[config.mk]
export PLATFORM = sky130hd
export DESIGN_NAME = gray_pixel_dither_quantizer
export DESIGN_NICKNAME = d
export VERILOG_FILES = /design/src/rtl/gpdq_pkg.sv /design/src/rtl/gpdq_front.sv /design/src/rtl/gpdq_queue.sv /design/src/rtl/gpdq_back.sv /design/src/rtl/gray_pixel_dither_quantizer.sv
export SDC_FILE = /design/constraint.sdc
export NUM_CORES = 2
export LEC_CHECK = 0
export BUFFER_PORTS_ARGS = -buffer_cell sky130_fd_sc_hd__buf_2
export CAP_MARGIN = 40
export CORE_MARGIN = 2
export CORE_UTILIZATION = 40
export DETAILED_ROUTE_END_ITERATION = 10
export SYNTH_ARGS = -nofsm -noshare
export SYNTH_HDL_FRONTEND = slang
export SYNTH_SLANG_ARGS = --single-unit
[constraint.sdc]
create_clock -name clk -period 38.7 [get_ports clk]
set_clock_uncertainty 0.05 [all_clocks]
set_input_delay 5.805 -clock clk [delete_from_list [all_inputs] [get_ports clk]]
set_output_delay 5.805 -clock clk [all_outputs]
set_load 0.02 [all_outputs]
[src/rtl/gpdq_pkg.sv]
// Shared types and constants for the gray pixel dither quantiser.
// Used by gpdq_front, gpdq_queue, gpdq_back and the top level.
package gpdq_pkg;

	// position hash multipliers
	localparam logic [31:0] HASH_KX = 32'd374761393;
	localparam logic [31:0] HASH_KY = 32'd668265263;
	localparam logic [31:0] HASH_KM = 32'd1274126177;

	// divide by 100 as multiply by 5243 then shift by 19 (exact for values below 2^15)
	localparam logic [12:0] RECIP_100   = 13'd5243;
	localparam int          RECIP_SHIFT = 19;

	localparam logic [7:0] THR_LO  = 8'd45;
	localparam logic [7:0] THR_MID = 8'd70;
	localparam logic [7:0] THR_HI  = 8'd140;
	localparam logic [7:0] MID_GRAY = 8'd128;
	localparam logic [7:0] MAX_GRAY = 8'd255;

	// register map
	localparam int          REG_IDX_W     = 3;
	localparam int          PADDR_W       = 5;
	localparam logic [REG_IDX_W-1:0] REG_ADJUST_EN = 3'd0;
	localparam logic [REG_IDX_W-1:0] REG_GAMMA_EN  = 3'd1;
	localparam logic [REG_IDX_W-1:0] REG_NOISE_EN  = 3'd2;
	localparam logic [REG_IDX_W-1:0] REG_BRIGHT    = 3'd3;
	localparam logic [REG_IDX_W-1:0] REG_CONTRAST  = 3'd4;
	localparam logic [5:0] BRIGHT_RST   = 6'd10;
	localparam logic [7:0] CONTRAST_RST = 8'd115;

	// queue between front and back
	localparam int QDEPTH = 4;
	localparam int QPTR_W = $clog2(QDEPTH);
	localparam int QCNT_W = $clog2(QDEPTH + 1);

	// gamma divider: quotient of (b*255)/v1 with v1 >= 128 fits in 9 bits
	localparam int DIV_STAGES = 9;

	// item classes decided at the front
	typedef logic [2:0] op_t;
	localparam op_t OP_FIX2   = 3'd0;	// 2-bit, fixed thresholds
	localparam op_t OP_NOISE2 = 3'd1;	// 2-bit, hash-noise dither
	localparam op_t OP_BIN    = 3'd2;	// 1-bit, raw gray
	localparam op_t OP_ADJ    = 3'd3;	// 1-bit, contrast and brightness
	localparam op_t OP_ADJG   = 3'd4;	// 1-bit, adjustment plus gamma

	typedef struct packed {
		logic       adjust_en;
		logic       gamma_en;
		logic       noise_en;
		logic [5:0] bright;
		logic [7:0] contrast;
	} cfg_t;

	typedef struct packed {
		op_t               op;
		logic [7:0]        gray;
		logic [31:0]       hx;
		logic [31:0]       hy;
		logic signed [15:0] cprod;
	} qent_t;

	typedef struct packed {
		op_t        op;
		logic [7:0] gray;
		logic [7:0] t;
		logic [7:0] b;
	} carry_t;

endpackage

[src/rtl/gpdq_front.sv]
// Front end: takes pixel beats, classifies them and forms the hash and contrast products.
// Depends on gpdq_pkg; feeds gpdq_queue.
module gpdq_front (
	input  logic            clk,
	input  logic            arst_n,
	input  gpdq_pkg::cfg_t  cfg,
	input  logic            pix_valid,
	output logic            pix_ready,
	input  logic            func,
	input  logic [7:0]      gray_level,
	input  logic [15:0]     x_pos,
	input  logic [15:0]     y_pos,
	output logic            q_push,
	output gpdq_pkg::qent_t q_din,
	input  logic            q_full
);
	import gpdq_pkg::*;

	logic               en;
	op_t                op_c;
	logic               vld_s1, vld_s2;
	op_t                op_s1, op_s2;
	logic [7:0]         gray_s1, gray_s2;
	logic [15:0]        x_s1, y_s1;
	logic [31:0]        hx_c, hy_c, hx_s2, hy_s2;
	logic signed [8:0]  dg_c;
	logic signed [17:0] cp_c;
	logic signed [15:0] cprod_s2;

	assign en        = !vld_s2 || !q_full;
	assign pix_ready = en;
	assign q_push    = vld_s2 && !q_full;

	always_comb begin
		if (!func) begin
			op_c = cfg.noise_en ? OP_NOISE2 : OP_FIX2;
		end else if (!cfg.adjust_en) begin
			op_c = OP_BIN;
		end else begin
			op_c = cfg.gamma_en ? OP_ADJG : OP_ADJ;
		end
	end

	assign hx_c = {16'd0, x_s1} * HASH_KX;
	assign hy_c = {16'd0, y_s1} * HASH_KY;
	assign dg_c = $signed({1'b0, gray_s1}) - $signed({1'b0, MID_GRAY});
	assign cp_c = 18'(dg_c) * 18'($signed({1'b0, cfg.contrast}));

	always_ff @(posedge clk or negedge arst_n) begin
		if (!arst_n) begin
			vld_s1 <= 1'b0;
			vld_s2 <= 1'b0;
		end else if (en) begin
			vld_s1 <= pix_valid;
			vld_s2 <= vld_s1;
		end
	end

	always_ff @(posedge clk) begin
		if (en) begin
			op_s1    <= op_c;
			gray_s1  <= gray_level;
			x_s1     <= x_pos;
			y_s1     <= y_pos;
			op_s2    <= op_s1;
			gray_s2  <= gray_s1;
			hx_s2    <= hx_c;
			hy_s2    <= hy_c;
			cprod_s2 <= cp_c[15:0];
		end
	end

	assign q_din = '{op: op_s2, gray: gray_s2, hx: hx_s2, hy: hy_s2, cprod: cprod_s2};

endmodule

[src/rtl/gpdq_queue.sv]
// Short FIFO that decouples the front end from the back end.
// Depends on gpdq_pkg for the entry type and depth.
module gpdq_queue (
	input  logic            clk,
	input  logic            arst_n,
	input  logic            push,
	input  gpdq_pkg::qent_t din,
	output logic            full,
	input  logic            pop,
	output gpdq_pkg::qent_t dout,
	output logic            nempty
);
	import gpdq_pkg::*;

	qent_t             mem_q [QDEPTH];
	logic [QPTR_W-1:0] wr_ptr_q, rd_ptr_q;
	logic [QCNT_W-1:0] cnt_q;

	assign full   = (cnt_q == QCNT_W'(QDEPTH));
	assign nempty = (cnt_q != '0);
	assign dout   = mem_q[rd_ptr_q];

	always_ff @(posedge clk or negedge arst_n) begin
		if (!arst_n) begin
			wr_ptr_q <= '0;
			rd_ptr_q <= '0;
			cnt_q    <= '0;
		end else begin
			if (push) begin
				wr_ptr_q <= wr_ptr_q + 1'b1;
			end
			if (pop) begin
				rd_ptr_q <= rd_ptr_q + 1'b1;
			end
			if (push && !pop) begin
				cnt_q <= cnt_q + 1'b1;
			end else if (pop && !push) begin
				cnt_q <= cnt_q - 1'b1;
			end
		end
	end

	always_ff @(posedge clk) begin
		if (push) begin
			mem_q[wr_ptr_q] <= din;
		end
	end

	a_no_overflow: assert property (@(posedge clk) disable iff (!arst_n)
		push |-> !full) else $error("queue pushed while full");
	a_no_underflow: assert property (@(posedge clk) disable iff (!arst_n)
		pop |-> nempty) else $error("queue popped while empty");
	a_ptr_match: assert property (@(posedge clk) disable iff (!arst_n)
		(cnt_q == '0 || full) |-> (wr_ptr_q == rd_ptr_q))
		else $error("queue pointers disagree with fill count");

endmodule

[src/rtl/gpdq_back.sv]
// Back end: finishes the hash, the adjustment and the gamma divide, then quantises.
// Depends on gpdq_pkg; takes entries from gpdq_queue.
module gpdq_back (
	input  logic            clk,
	input  logic            arst_n,
	input  gpdq_pkg::cfg_t  cfg,
	input  logic            q_nempty,
	output logic            q_pop,
	input  gpdq_pkg::qent_t q_dout,
	output logic            lvl_valid,
	input  logic            lvl_ready,
	output logic [1:0]      level
);
	import gpdq_pkg::*;

	function automatic logic [1:0] level_fixed(input logic [7:0] g);
		logic [1:0] r;
		if (g < THR_LO) begin
			r = 2'd0;
		end else if (g < THR_MID) begin
			r = 2'd1;
		end else if (g < THR_HI) begin
			r = 2'd2;
		end else begin
			r = 2'd3;
		end
		return r;
	endfunction

	function automatic logic [1:0] level_noise(input logic [7:0] g, input logic [7:0] t);
		logic [10:0] s;
		logic [10:0] band;
		logic [1:0]  r;
		s = 11'({g, 1'b0}) + 11'(g);
		if (s < 11'd255) begin
			band = s;
			r    = 2'd0;
		end else if (s < 11'd510) begin
			band = s - 11'd255;
			r    = 2'd1;
		end else begin
			band = s - 11'd510;
			r    = 2'd2;
		end
		if (band + 11'(t) >= 11'd255) begin
			r = r + 2'd1;
		end
		return r;
	endfunction

	// 128 + (t - 128) / 2 with the halving truncated toward zero
	function automatic logic [7:0] noise_thr(input logic [7:0] t);
		logic [7:0] m;
		logic [7:0] r;
		if (t[7]) begin
			r = 8'd64 + {1'b0, t[7:1]};
		end else begin
			m = MID_GRAY - t;
			r = MID_GRAY - {1'b0, m[7:1]};
		end
		return r;
	endfunction

	logic en;

	// stage 1: hash sum, contrast quotient
	logic               vld_s1;
	op_t                op_s1;
	logic [7:0]         gray_s1;
	logic [31:0]        h_s1;
	logic [8:0]         cq_s1;
	logic               cneg_s1;
	logic               cneg_c;
	logic [14:0]        cmag_c;
	logic [15:0]        cabs_c;
	logic [27:0]        cmul_c;

	// stage 2: noise byte, adjusted gray
	logic               vld_s2;
	op_t                op_s2;
	logic [7:0]         gray_s2, t_s2, b_s2;
	logic [31:0]        hm_c;
	logic signed [10:0] cs_c, c1_c;
	logic [7:0]         c8_c;
	logic [8:0]         bsum_c;
	logic [7:0]         b8_c;

	// stage 3: divider set-up
	logic               vld_s3;
	carry_t             car_s3;
	logic [7:0]         v1_s3;
	logic [15:0]        rem_s3;
	logic [8:0]         v1sum_c;

	// divider pipeline, one quotient bit a stage
	logic                  div_vld_q   [DIV_STAGES];
	carry_t                div_car_q   [DIV_STAGES];
	logic [7:0]            div_v1_q    [DIV_STAGES];
	logic [15:0]           div_rem_q   [DIV_STAGES];
	logic [DIV_STAGES-1:0] div_quo_q   [DIV_STAGES];

	// output register
	logic       out_vld_q;
	logic [1:0] level_q;
	op_t        op_out_q;

	assign en        = !out_vld_q || lvl_ready;
	assign q_pop     = en && q_nempty;
	assign lvl_valid = out_vld_q;
	assign level     = level_q;

	// stage 1
	assign cneg_c = q_dout.cprod[15];
	assign cabs_c = cneg_c ? (16'd0 - q_dout.cprod) : q_dout.cprod;
	assign cmag_c = cabs_c[14:0];
	assign cmul_c = {13'd0, cmag_c} * {15'd0, RECIP_100};

	always_ff @(posedge clk) begin
		if (en) begin
			op_s1   <= q_dout.op;
			gray_s1 <= q_dout.gray;
			h_s1    <= q_dout.hx + q_dout.hy;
			cq_s1   <= cmul_c[27:RECIP_SHIFT];
			cneg_s1 <= cneg_c;
		end
	end

	// stage 2
	assign hm_c   = (h_s1 ^ (h_s1 >> 13)) * HASH_KM;
	assign cs_c   = cneg_s1 ? -$signed({2'b00, cq_s1}) : $signed({2'b00, cq_s1});
	assign c1_c   = cs_c + $signed({3'b000, MID_GRAY});
	assign c8_c   = c1_c[10] ? 8'd0 : ((c1_c > 11'sd255) ? MAX_GRAY : c1_c[7:0]);
	assign bsum_c = {1'b0, c8_c} + {3'b000, cfg.bright};
	assign b8_c   = bsum_c[8] ? MAX_GRAY : bsum_c[7:0];

	always_ff @(posedge clk) begin
		if (en) begin
			op_s2   <= op_s1;
			gray_s2 <= gray_s1;
			t_s2    <= hm_c[31:24];
			b_s2    <= b8_c;
		end
	end

	// stage 3: the first Newton step from b gives (b + 255) / 2 exactly
	assign v1sum_c = {1'b0, b_s2} + {1'b0, MAX_GRAY};

	always_ff @(posedge clk) begin
		if (en) begin
			car_s3 <= '{op: op_s2, gray: gray_s2, t: t_s2, b: b_s2};
			v1_s3  <= v1sum_c[8:1];
			rem_s3 <= {b_s2, 8'd0} - {8'd0, b_s2};
		end
	end

	always_ff @(posedge clk or negedge arst_n) begin
		if (!arst_n) begin
			vld_s1 <= 1'b0;
			vld_s2 <= 1'b0;
			vld_s3 <= 1'b0;
		end else if (en) begin
			vld_s1 <= q_nempty;
			vld_s2 <= vld_s1;
			vld_s3 <= vld_s2;
		end
	end

	for (genvar k = 0; k < DIV_STAGES; k++) begin : g_div
		localparam int SH = DIV_STAGES - 1 - k;
		logic                  vld_in;
		carry_t                car_in;
		logic [7:0]            v1_in;
		logic [15:0]           rem_in;
		logic [DIV_STAGES-1:0] quo_in;
		logic [16:0]           dsh;
		logic                  take;

		if (k == 0) begin : g_first
			assign vld_in = vld_s3;
			assign car_in = car_s3;
			assign v1_in  = v1_s3;
			assign rem_in = rem_s3;
			assign quo_in = '0;
		end else begin : g_next
			assign vld_in = div_vld_q[k-1];
			assign car_in = div_car_q[k-1];
			assign v1_in  = div_v1_q[k-1];
			assign rem_in = div_rem_q[k-1];
			assign quo_in = div_quo_q[k-1];
		end

		assign dsh  = {9'd0, v1_in} << SH;
		assign take = ({1'b0, rem_in} >= dsh);

		always_ff @(posedge clk or negedge arst_n) begin
			if (!arst_n) begin
				div_vld_q[k] <= 1'b0;
			end else if (en) begin
				div_vld_q[k] <= vld_in;
			end
		end

		always_ff @(posedge clk) begin
			if (en) begin
				div_car_q[k] <= car_in;
				div_v1_q[k]  <= v1_in;
				div_rem_q[k] <= take ? (rem_in - dsh[15:0]) : rem_in;
				div_quo_q[k] <= quo_in | (DIV_STAGES'(take) << SH);
			end
		end
	end

	// final stage: second Newton step, gamma clamp, threshold compare
	carry_t                car_f;
	logic [DIV_STAGES-1:0] quo_f;
	logic [9:0]            v2sum_c;
	logic [8:0]            v2_c;
	logic [7:0]            gam_c;
	logic [7:0]            g_c;
	logic [1:0]            level_c;

	assign car_f   = div_car_q[DIV_STAGES-1];
	assign quo_f   = div_quo_q[DIV_STAGES-1];
	assign v2sum_c = {2'b00, div_v1_q[DIV_STAGES-1]} + {1'b0, quo_f};
	assign v2_c    = v2sum_c[9:1];
	assign gam_c   = (car_f.b == 8'd0) ? 8'd0 : (v2_c[8] ? MAX_GRAY : v2_c[7:0]);

	always_comb begin
		case (car_f.op)
			OP_ADJ:  g_c = car_f.b;
			OP_ADJG: g_c = gam_c;
			default: g_c = car_f.gray;
		endcase
		case (car_f.op)
			OP_FIX2:   level_c = level_fixed(car_f.gray);
			OP_NOISE2: level_c = level_noise(car_f.gray, car_f.t);
			default:   level_c = {1'b0, (g_c >= noise_thr(car_f.t))};
		endcase
	end

	always_ff @(posedge clk or negedge arst_n) begin
		if (!arst_n) begin
			out_vld_q <= 1'b0;
		end else if (en) begin
			out_vld_q <= div_vld_q[DIV_STAGES-1];
		end
	end

	always_ff @(posedge clk) begin
		if (en) begin
			level_q  <= level_c;
			op_out_q <= car_f.op;
		end
	end

	a_bin_one_bit: assert property (@(posedge clk) disable iff (!arst_n)
		(lvl_valid && op_out_q != OP_FIX2 && op_out_q != OP_NOISE2) |-> !level[1])
		else $error("1-bit result carries a high bit");
	a_quo_range: assert property (@(posedge clk) disable iff (!arst_n)
		(div_vld_q[DIV_STAGES-1] && car_f.op == OP_ADJG && car_f.b != 8'd0)
		|-> (quo_f <= DIV_STAGES'(508)))
		else $error("gamma quotient out of range");
	a_rem_below_divisor: assert property (@(posedge clk) disable iff (!arst_n)
		div_vld_q[DIV_STAGES-1] |-> (div_rem_q[DIV_STAGES-1] < {8'd0, div_v1_q[DIV_STAGES-1]}))
		else $error("gamma divider remainder not reduced");

endmodule

[src/rtl/gray_pixel_dither_quantizer.sv]
// Top level of the gray pixel dither quantiser: APB register file and the front/queue/back chain.
// Depends on gpdq_pkg, gpdq_front, gpdq_queue and gpdq_back.
//
// Usage:
//   Pixel channel (pix_valid/pix_ready): one beat carries func, gray_level, x_pos and y_pos.
//   Level channel (lvl_valid/lvl_ready): one beat of level for every pixel beat, in order.
//   APB port: registers at byte offsets 0x00 adjust_enable, 0x04 gamma_enable,
//   0x08 noise_dither_enable, 0x0C brightness_offset, 0x10 contrast_percent.
//   pready is tied high; write registers only while no pixel is in flight.
// Timing:
//   One pixel a clock sustained while lvl_ready stays high. A pixel accepted passes through
//   two front stages, the queue, three back stages, nine divider stages for the gamma
//   square-root step (one quotient bit each) and the output register before its level shows.
// Reset:
//   arst_n clears all valids and the queue; registers return to brightness 10, contrast 115,
//   all enables off.
// Stalls:
//   While lvl_valid is high and lvl_ready low the back end holds; the 4-beat queue keeps
//   taking front-end beats until full, after which pix_ready drops.
module gray_pixel_dither_quantizer (
	input  logic                          clk,
	input  logic                          arst_n,
	input  logic                          psel,
	input  logic                          penable,
	input  logic                          pwrite,
	input  logic [gpdq_pkg::PADDR_W-1:0]  paddr,
	input  logic [31:0]                   pwdata,
	output logic [31:0]                   prdata,
	output logic                          pready,
	input  logic                          pix_valid,
	output logic                          pix_ready,
	input  logic                          func,
	input  logic [7:0]                    gray_level,
	input  logic [15:0]                   x_pos,
	input  logic [15:0]                   y_pos,
	output logic                          lvl_valid,
	input  logic                          lvl_ready,
	output logic [1:0]                    level
);
	import gpdq_pkg::*;

	cfg_t                 cfg_q;
	logic                 wr_en;
	logic [REG_IDX_W-1:0] reg_idx;
	logic                 q_push, q_full, q_pop, q_nempty;
	qent_t                q_din, q_dout;

	assign pready  = 1'b1;
	assign reg_idx = paddr[PADDR_W-1:2];
	assign wr_en   = psel && penable && pwrite;

	always_ff @(posedge clk or negedge arst_n) begin
		if (!arst_n) begin
			cfg_q.adjust_en <= 1'b0;
			cfg_q.gamma_en  <= 1'b0;
			cfg_q.noise_en  <= 1'b0;
			cfg_q.bright    <= BRIGHT_RST;
			cfg_q.contrast  <= CONTRAST_RST;
		end else if (wr_en) begin
			case (reg_idx)
				REG_ADJUST_EN: cfg_q.adjust_en <= pwdata[0];
				REG_GAMMA_EN:  cfg_q.gamma_en  <= pwdata[0];
				REG_NOISE_EN:  cfg_q.noise_en  <= pwdata[0];
				REG_BRIGHT:    cfg_q.bright    <= pwdata[5:0];
				REG_CONTRAST:  cfg_q.contrast  <= pwdata[7:0];
				default: ;
			endcase
		end
	end

	always_comb begin
		case (reg_idx)
			REG_ADJUST_EN: prdata = {31'd0, cfg_q.adjust_en};
			REG_GAMMA_EN:  prdata = {31'd0, cfg_q.gamma_en};
			REG_NOISE_EN:  prdata = {31'd0, cfg_q.noise_en};
			REG_BRIGHT:    prdata = {26'd0, cfg_q.bright};
			REG_CONTRAST:  prdata = {24'd0, cfg_q.contrast};
			default:       prdata = 32'd0;
		endcase
	end

	gpdq_front u_front (
		.clk        (clk),
		.arst_n     (arst_n),
		.cfg        (cfg_q),
		.pix_valid  (pix_valid),
		.pix_ready  (pix_ready),
		.func       (func),
		.gray_level (gray_level),
		.x_pos      (x_pos),
		.y_pos      (y_pos),
		.q_push     (q_push),
		.q_din      (q_din),
		.q_full     (q_full)
	);

	gpdq_queue u_queue (
		.clk    (clk),
		.arst_n (arst_n),
		.push   (q_push),
		.din    (q_din),
		.full   (q_full),
		.pop    (q_pop),
		.dout   (q_dout),
		.nempty (q_nempty)
	);

	gpdq_back u_back (
		.clk       (clk),
		.arst_n    (arst_n),
		.cfg       (cfg_q),
		.q_nempty  (q_nempty),
		.q_pop     (q_pop),
		.q_dout    (q_dout),
		.lvl_valid (lvl_valid),
		.lvl_ready (lvl_ready),
		.level     (level)
	);

endmodule
Word level (Yosys, flattened, before mapping). Memory sizes are Yosys's and may differ from the RTL's. Cells that the tools add are included.

Bits in registers: 306. Bits in latches: 0. RAM bits: 904. Bits in read-only memories: 0. Input bits: 85. Output and inout port bits: 37. Memories kept: 5.

Add/sub/neg operators: 30. $mul: 5. Div/mod/pow operators: 0. Magnitude comparators: 17. Eq/ne operators: 8. Shift-type cells: 0. Muxes and demuxes: 40. Bitwise operators: 9. Reductions and logical operators: 24.

Memories: u_queue.mem_q (depth 4, bits a word 91, read ports 1, clocked after memory_dff 0, write ports 1, line gpdq_queue.sv:15) `qent_t mem_q [QDEPTH];`; u_back.div_car_q (depth 9, bits a word 27, read ports 9, clocked after memory_dff 0, write ports 9, line gpdq_back.sv:97) `carry_t div_car_q [DIV_STAGES];`; u_back.div_rem_q (depth 9, bits a word 16, read ports 8, clocked after memory_dff 0, write ports 9, line gpdq_back.sv:99) `logic [15:0] div_rem_q [DIV_STAGES];`; u_back.div_quo_q (depth 9, bits a word 9, read ports 9, clocked after memory_dff 0, write ports 9, line gpdq_back.sv:100) `logic [DIV_STAGES-1:0] div_quo_q [DIV_STAGES];`; u_back.div_v1_q (depth 9, bits a word 8, read ports 9, clocked after memory_dff 0, write ports 9, line gpdq_back.sv:98) `logic [7:0] div_v1_q [DIV_STAGES];`.

Operators by type and width (number): 16-bit 2-to-1 mux (9); 8-bit 2-to-1 mux (6); 11-bit 2-to-1 mux (4); 8-bit case mux with 5 select lines (1); 32-bit adder (1); 16-bit by 29-bit multiplier with 32-bit output, second input constant (1); 16-bit by 30-bit multiplier with 32-bit output, second input constant (1); 32-bit by 31-bit multiplier with 32-bit output, second input constant (1); 16-bit by 8-bit subtractor with 16-bit output (2); 32-bit by 19-bit XOR with 32-bit output (1); 15-bit by 13-bit multiplier with 28-bit output, second input constant (1); 16-bit by 10-bit >= comparator with 1-bit output (1); 16-bit by 11-bit >= comparator with 1-bit output (1); 16-bit by 12-bit >= comparator with 1-bit output (1); 16-bit by 13-bit >= comparator with 1-bit output (1); 16-bit by 14-bit >= comparator with 1-bit output (1); 16-bit by 15-bit >= comparator with 1-bit output (1); 16-bit >= comparator (1); 16-bit by 8-bit >= comparator with 1-bit output (1); 16-bit by 9-bit >= comparator with 1-bit output (1); 9-bit by 9-bit multiplier with 16-bit output (1); 8-bit case mux with 2 select lines (1); 16-bit by 10-bit subtractor with 16-bit output (1); 16-bit by 11-bit subtractor with 16-bit output (1); other kinds (56) (92).

Longest topological paths before layout. An unclocked memory read counts as a cell.

Depth in word-level cells: 10. Mapped depth: 31. Mapped depth without buffers: 30.

Modules after synthesis. Synthesis repeated with hierarchy kept, for this count alone.

Cells, all modules: 5301. Area, all modules: 72025.3 sq um.

Modules (own cells, without submodules): gpdq_back (instances 1, cells an instance 3050, area each 38791.0 sq um, sequential area each 18702.9 sq um); gpdq_front (instances 1, cells an instance 1656, area each 18596.6 sq um, sequential area each 4073.9 sq um); gpdq_queue (instances 1, cells an instance 509, area each 13525.5 sq um, sequential area each 11105.7 sq um); gray_pixel_dither_quantizer (instances 1, cells an instance 86, area each 1112.3 sq um, sequential area each 434.2 sq um).

Worst setup path after synthesis. Ideal clock, no wire load.

Path type: input -> register. Start point: input port lvl_ready. End point: register u_back.div_vld_q[0] (netlist bit). Library setup time: 0.158 ns. Arrival time: 25.027 ns. Required time: 38.492 ns. Slack: 13.464 ns. Cell stages on the path: 4. Path buffers: 2. Cell sequence: nand2b_1 clkbuf_1 clkbuf_1 mux2_2.

Word-level cells in the longest chain between the ends: 1.

Ends and longest elaborated chain: start, declared (line gray_pixel_dither_quantizer.sv:37) `input logic lvl_ready,`; 1-bit logical OR (line gpdq_back.sv:107) `assign en = !out_vld_q || lvl_ready;`; net u_back.en (line gpdq_back.sv:64) `logic en;`; end signal, assigned by index (line gpdq_back.sv:199) `div_vld_q[k] <= vld_in;`; end, declared (line gpdq_back.sv:96) `logic div_vld_q [DIV_STAGES];`.

The timed path passes the listed nets, and every way through them passes these cells. A chain may end at the register's enable or synchronous reset.

Worst setup path after layout.
Start point: input port paddr[2] (netlist bit). End point: output port prdata[4].

Word-level cells in the longest chain between the ends: 2. Elaborated cells between the ends (all ways): 6. Those cells by class: eq/ne (4); mux (1); reduce/logical (1).

Ends and longest elaborated chain: start, declared (line gray_pixel_dither_quantizer.sv:26) `input logic [gpdq_pkg::PADDR_W-1:0] paddr,`; 3-bit == test (tied with other cells) (line gray_pixel_dither_quantizer.sv:72) `case (reg_idx)`; 8-bit case mux with 5 select lines (*) (line gray_pixel_dither_quantizer.sv:72); end, declared (line gray_pixel_dither_quantizer.sv:28) `output logic [31:0] prdata,`.

Every way passes the cells marked *; elsewhere a longest branch is shown, timed or not.

==> impl.org <==
** Status
- The flow ran to the end, and the final reports show no timing, DRC or antenna violations.

** CTS
- For the worst-skew pair, the clock arrives at the later sink with an insertion delay of ~0.73 ns.
- Once the clock tree was built, the resizer swapped 0 gates to a different size.
- CTS clk-pin slew, worst paths :: approximately 0.060 ns
- The clock net in this run drives a total of approximately 1,100 sinks.
- The clock tree synthesis step divided the H-tree into 3 levels.
- CTS placed an instance of sky130_fd_sc_hd__clkbuf_16 at the clock tree root.
- CTS Hold Bufs :: 0
- TritonCTS built the clock tree.
- Counting along the longest clock path gives a buffer depth of 3.
- Post-CTS Setup Inserts :: 0
- Clock buffer count from CTS :: ~120

** Global routing
- Via count of the first global-routing pass :: between 40,000 and 50,000
- The first global-routing pass estimated about 220,000 µm of wire.
- All-Layer GR Usage :: 0.150
- Entering global routing, the biggest net connects 74 pins.
- Initial antenna violation count :: 0
- The total overflow left after global routing is 0.

** Cells and area
- Utilization after layout :: 0.444
- Antenna diode count :: 0
- Most frequent cells in the layout :: 1,110 x sky130_fd_sc_hd__edfxtp_1, 1,062 x sky130_fd_sc_hd__inv_1, 675 x sky130_fd_sc_hd__ha_1
- Ratio of cells with drive above 1 in the final layout :: 0.0835
- Most common library cell in the layout ignoring fill and taps :: sky130_fd_sc_hd__edfxtp_1
- The area growth from synthesis to layout is 10.3%.
- Across the whole layout, storage elements account for roughly 0.034 mm².
- Final #Nets :: about 7,000
- # fillers :: roughly 16,000
- The multi-input combinational cells in the finished layout cover a total of 0.0332 mm².

** Placed design
- Routability-driven placement finished with a final weighted congestion of slightly below 0.9.
- HPWL Detailed :: 102,000 µm
- Total of buffers placed on input and output ports :: 70

** Drt
- Routed wire length :: 133,000 µm
- Average wire per standard cell :: roughly 17 µm
- DRT Pass-1 Iters :: 5
- Across all layers, the routed design uses roughly 38,000 vias.
- Routed Antenna Nets :: 0
- Count of unresolved DRC violations after routing :: 0
- Using the TritonRoute via totals, the vias-per-cell ratio works out to approximately 4.8.
- Starting DRT DRC Count :: 2,162

** Synthesis
- Of the synthesized area, sequential elements account for 0.478.
- Number of distinct library cells after synthesis :: between 70 and 80
- Synthesis inferred about 1,100 register bits.
- Fraction of registers with async set or reset after synthesis :: 0.0339
- Synthesized area per cell :: between 10 and 15 µm²
- Share of the synthesized area in the top cell type :: 0.464
- Library cell with the largest summed area after synthesis :: sky130_fd_sc_hd__edfxtp_1
- Among all flip-flop cells after synthesis, the most frequent one is sky130_fd_sc_hd__edfxtp_1.
- The cell count after synthesis came out at about 5,300.
- Sorting the synthesized cells by area gives the leading types as sky130_fd_sc_hd__edfxtp_1 46%, sky130_fd_sc_hd__fa_1 17%, sky130_fd_sc_hd__ha_1 12%.
- Total of warnings raised by yosys :: 0
- Count of flip-flops with a built-in enable after synthesis :: 1,110
- Netlist area before placement :: roughly 0.072 mm²

** STA
- Minimum clock period after layout :: 12.86 ns
- Adding up every negative setup slack in the final design gives 0 ns.
- Achievable frequency :: 77.7 MHz
- Worst slew pin tran :: around 0.92 ns
- Final setup fails :: 0
- The number of hold-slack violations in the final timing report was 0.
- Setup repair after global routing left no endpoint under its margin.
- Dividing the final minimum period by the clock period gives 0.332.
- The max-slew violation count came to 0.
- Relative slew margins :: 0.376

** Setup path
- STA classifies the critical path startpoint as a primary input.
- Critical Path Most Common Cell :: sky130_fd_sc_hd__buf_2
- For this run, the slowest stage of the critical path takes roughly 0.65 ns.
- At the worst endpoint, the required time is around 33 ns.
- The worst setup path is captured at an output pin.
- Slowest stage cell, crit path :: sky130_fd_sc_hd__nor3b_1
- Maximum fanout encountered on the critical timing path :: 8
- Cell Chain, Critical Path :: buf_2, nor3b_1, a22o_1, buf_2
- The critical path in this run is classified as primary input to output pin.
- Data arrives at the worst endpoint at 7.01 ns.

** Die
- Die height :: ~430 µm
- The initial utilization of the core area, before any placement, comes to 0.402.
- Row cnt :: around 160
- The floorplan step defined a core boundary enclosing around 0.18 mm².
- Width of the chip :: approximately 430 µm
- The die covers 0.183 mm².
- Number of placed I/O pins :: between 100 and 150

** Job
- Max_cap viols :: 0

** Worst hold path
- The tightest min-delay check is of the flip-flop to flip-flop type.
## layout make-up
cell class,count,area share
repair buffers,119,0.0109
multi-input cells,3028,0.420
flip-flops and latches,1149,0.433
inverters,1062,0.0503
clock inverters,87,0.0101
clock buffers,135,0.0386
well taps,2355,0.0372
## synth_stat cells (28+ instances only)
cell / n
sky130_fd_sc_hd__edfxtp_1: 1110
sky130_fd_sc_hd__inv_1: 1062
sky130_fd_sc_hd__ha_1: 675
sky130_fd_sc_hd__fa_1: 607
sky130_fd_sc_hd__xnor2_1: 210
sky130_fd_sc_hd__nor2_1: 175
sky130_fd_sc_hd__a21oi_1: 159
sky130_fd_sc_hd__nand2_1: 150
sky130_fd_sc_hd__o21ai_0: 135
sky130_fd_sc_hd__mux4_2: 90
sky130_fd_sc_hd__xor2_1: 88
sky130_fd_sc_hd__a21o_1: 62
sky130_fd_sc_hd__and2_1: 53
sky130_fd_sc_hd__nand2b_1: 51
sky130_fd_sc_hd__nor3_1: 50
sky130_fd_sc_hd__mux2_2: 47
sky130_fd_sc_hd__nor2b_1: 45
sky130_fd_sc_hd__clkbuf_1: 41
sky130_fd_sc_hd__nand3_1: 39
sky130_fd_sc_hd__o21a_1: 36
sky130_fd_sc_hd__dfrtp_1: 32
sky130_fd_sc_hd__a21boi_0: 28
## final timing paths
kind	startpoint	endpoint	slack [ns]	depth (start not counted)
setup / recovery	paddr[2]	prdata[4]	25.84	4
setup reg to reg	u_queue.rd_ptr_q[0]	u_back.cq_s1[8]	29.49	27
hold / removal	u_back.div_car_q[0][193]	u_back.div_car_q[0][220]	0.30	0
max in group asynchronous	arst_n	cfg_q[9]	33.19	2
hold reg to reg	u_back.div_car_q[0][193]	u_back.div_car_q[0][220]	0.30	0
min in group asynchronous	arst_n	u_front.vld_s1	4.91	1
## flip-flops by register name, summed over array words and instances, names as in the netlist, 9 cells and up
register	cells
cfg_q	17
u_back.car_s3	27
u_back.cq_s1	9
u_back.div_car_q	243
u_back.div_quo_q	45
u_back.div_rem_q	120
u_back.div_v1_q	72
u_back.g_div.rem_in	15
u_back.g_div.vld_in	9
u_back.h_s1	32
u_front.cprod_s2	16
u_front.hx_s2	32
u_front.hy_s2	32
u_front.x_s1	16
u_front.y_s1	16
u_queue.mem_q	364
## cells by family (layout without fill, tap and decap cells)
kind of cell / Yosys count / count (layout) / synth area share
AO/OA/AOI/OAI: 574 / 574 / 0.0510
XOR/XNOR: 299 / 299 / 0.0367
adder cells (fa/ha/maj): 1282 / 1282 / 0.287
buffers and inverters: 1139 / 1403 / 0.0609
flip-flops: 1149 / 1149 / 0.478
multiplexers: 151 / 151 / 0.0375
other: 2 / 25 / 0.000105
AND/OR/NAND/NOR: 697 / 697 / 0.0491
## metrics by stage
step                      setup slack (ns)  hold slack [ns]  area, µm²  instances
after floorplan                      13.46            0.350      71900       5316
after detailed placement             25.86            0.355      75400       7713
final                                25.84            0.300      79200       7935
after global routing                 25.68            0.311      79200       7935
after CTS                            25.86            0.306      79200       7935
after global placement               25.88            0.351      75100       7696
## critical path: cells and delay by family
family,cells,cell delay (ns)
AND/OR/NAND/NOR,1,0.65
buffers and inverters,2,0.30
AO/OA/AOI/OAI,1,0.25
## metal layers
metal | track usage | vias up | part of all wire
li1 | - | 18400 | -
met1 | 0.198 | 19200 | 0.45
met2 | 0.267 | 404 | 0.51
met3 | 0.0189 | 159 | 0.025
met4 | 0.0300 | 0 | 0.018
met5 | 0 | - | 0
Power is left out: the tool's default activity adds up to more than one toggle a clock period on the data nets, which glitch-free logic cannot reach.
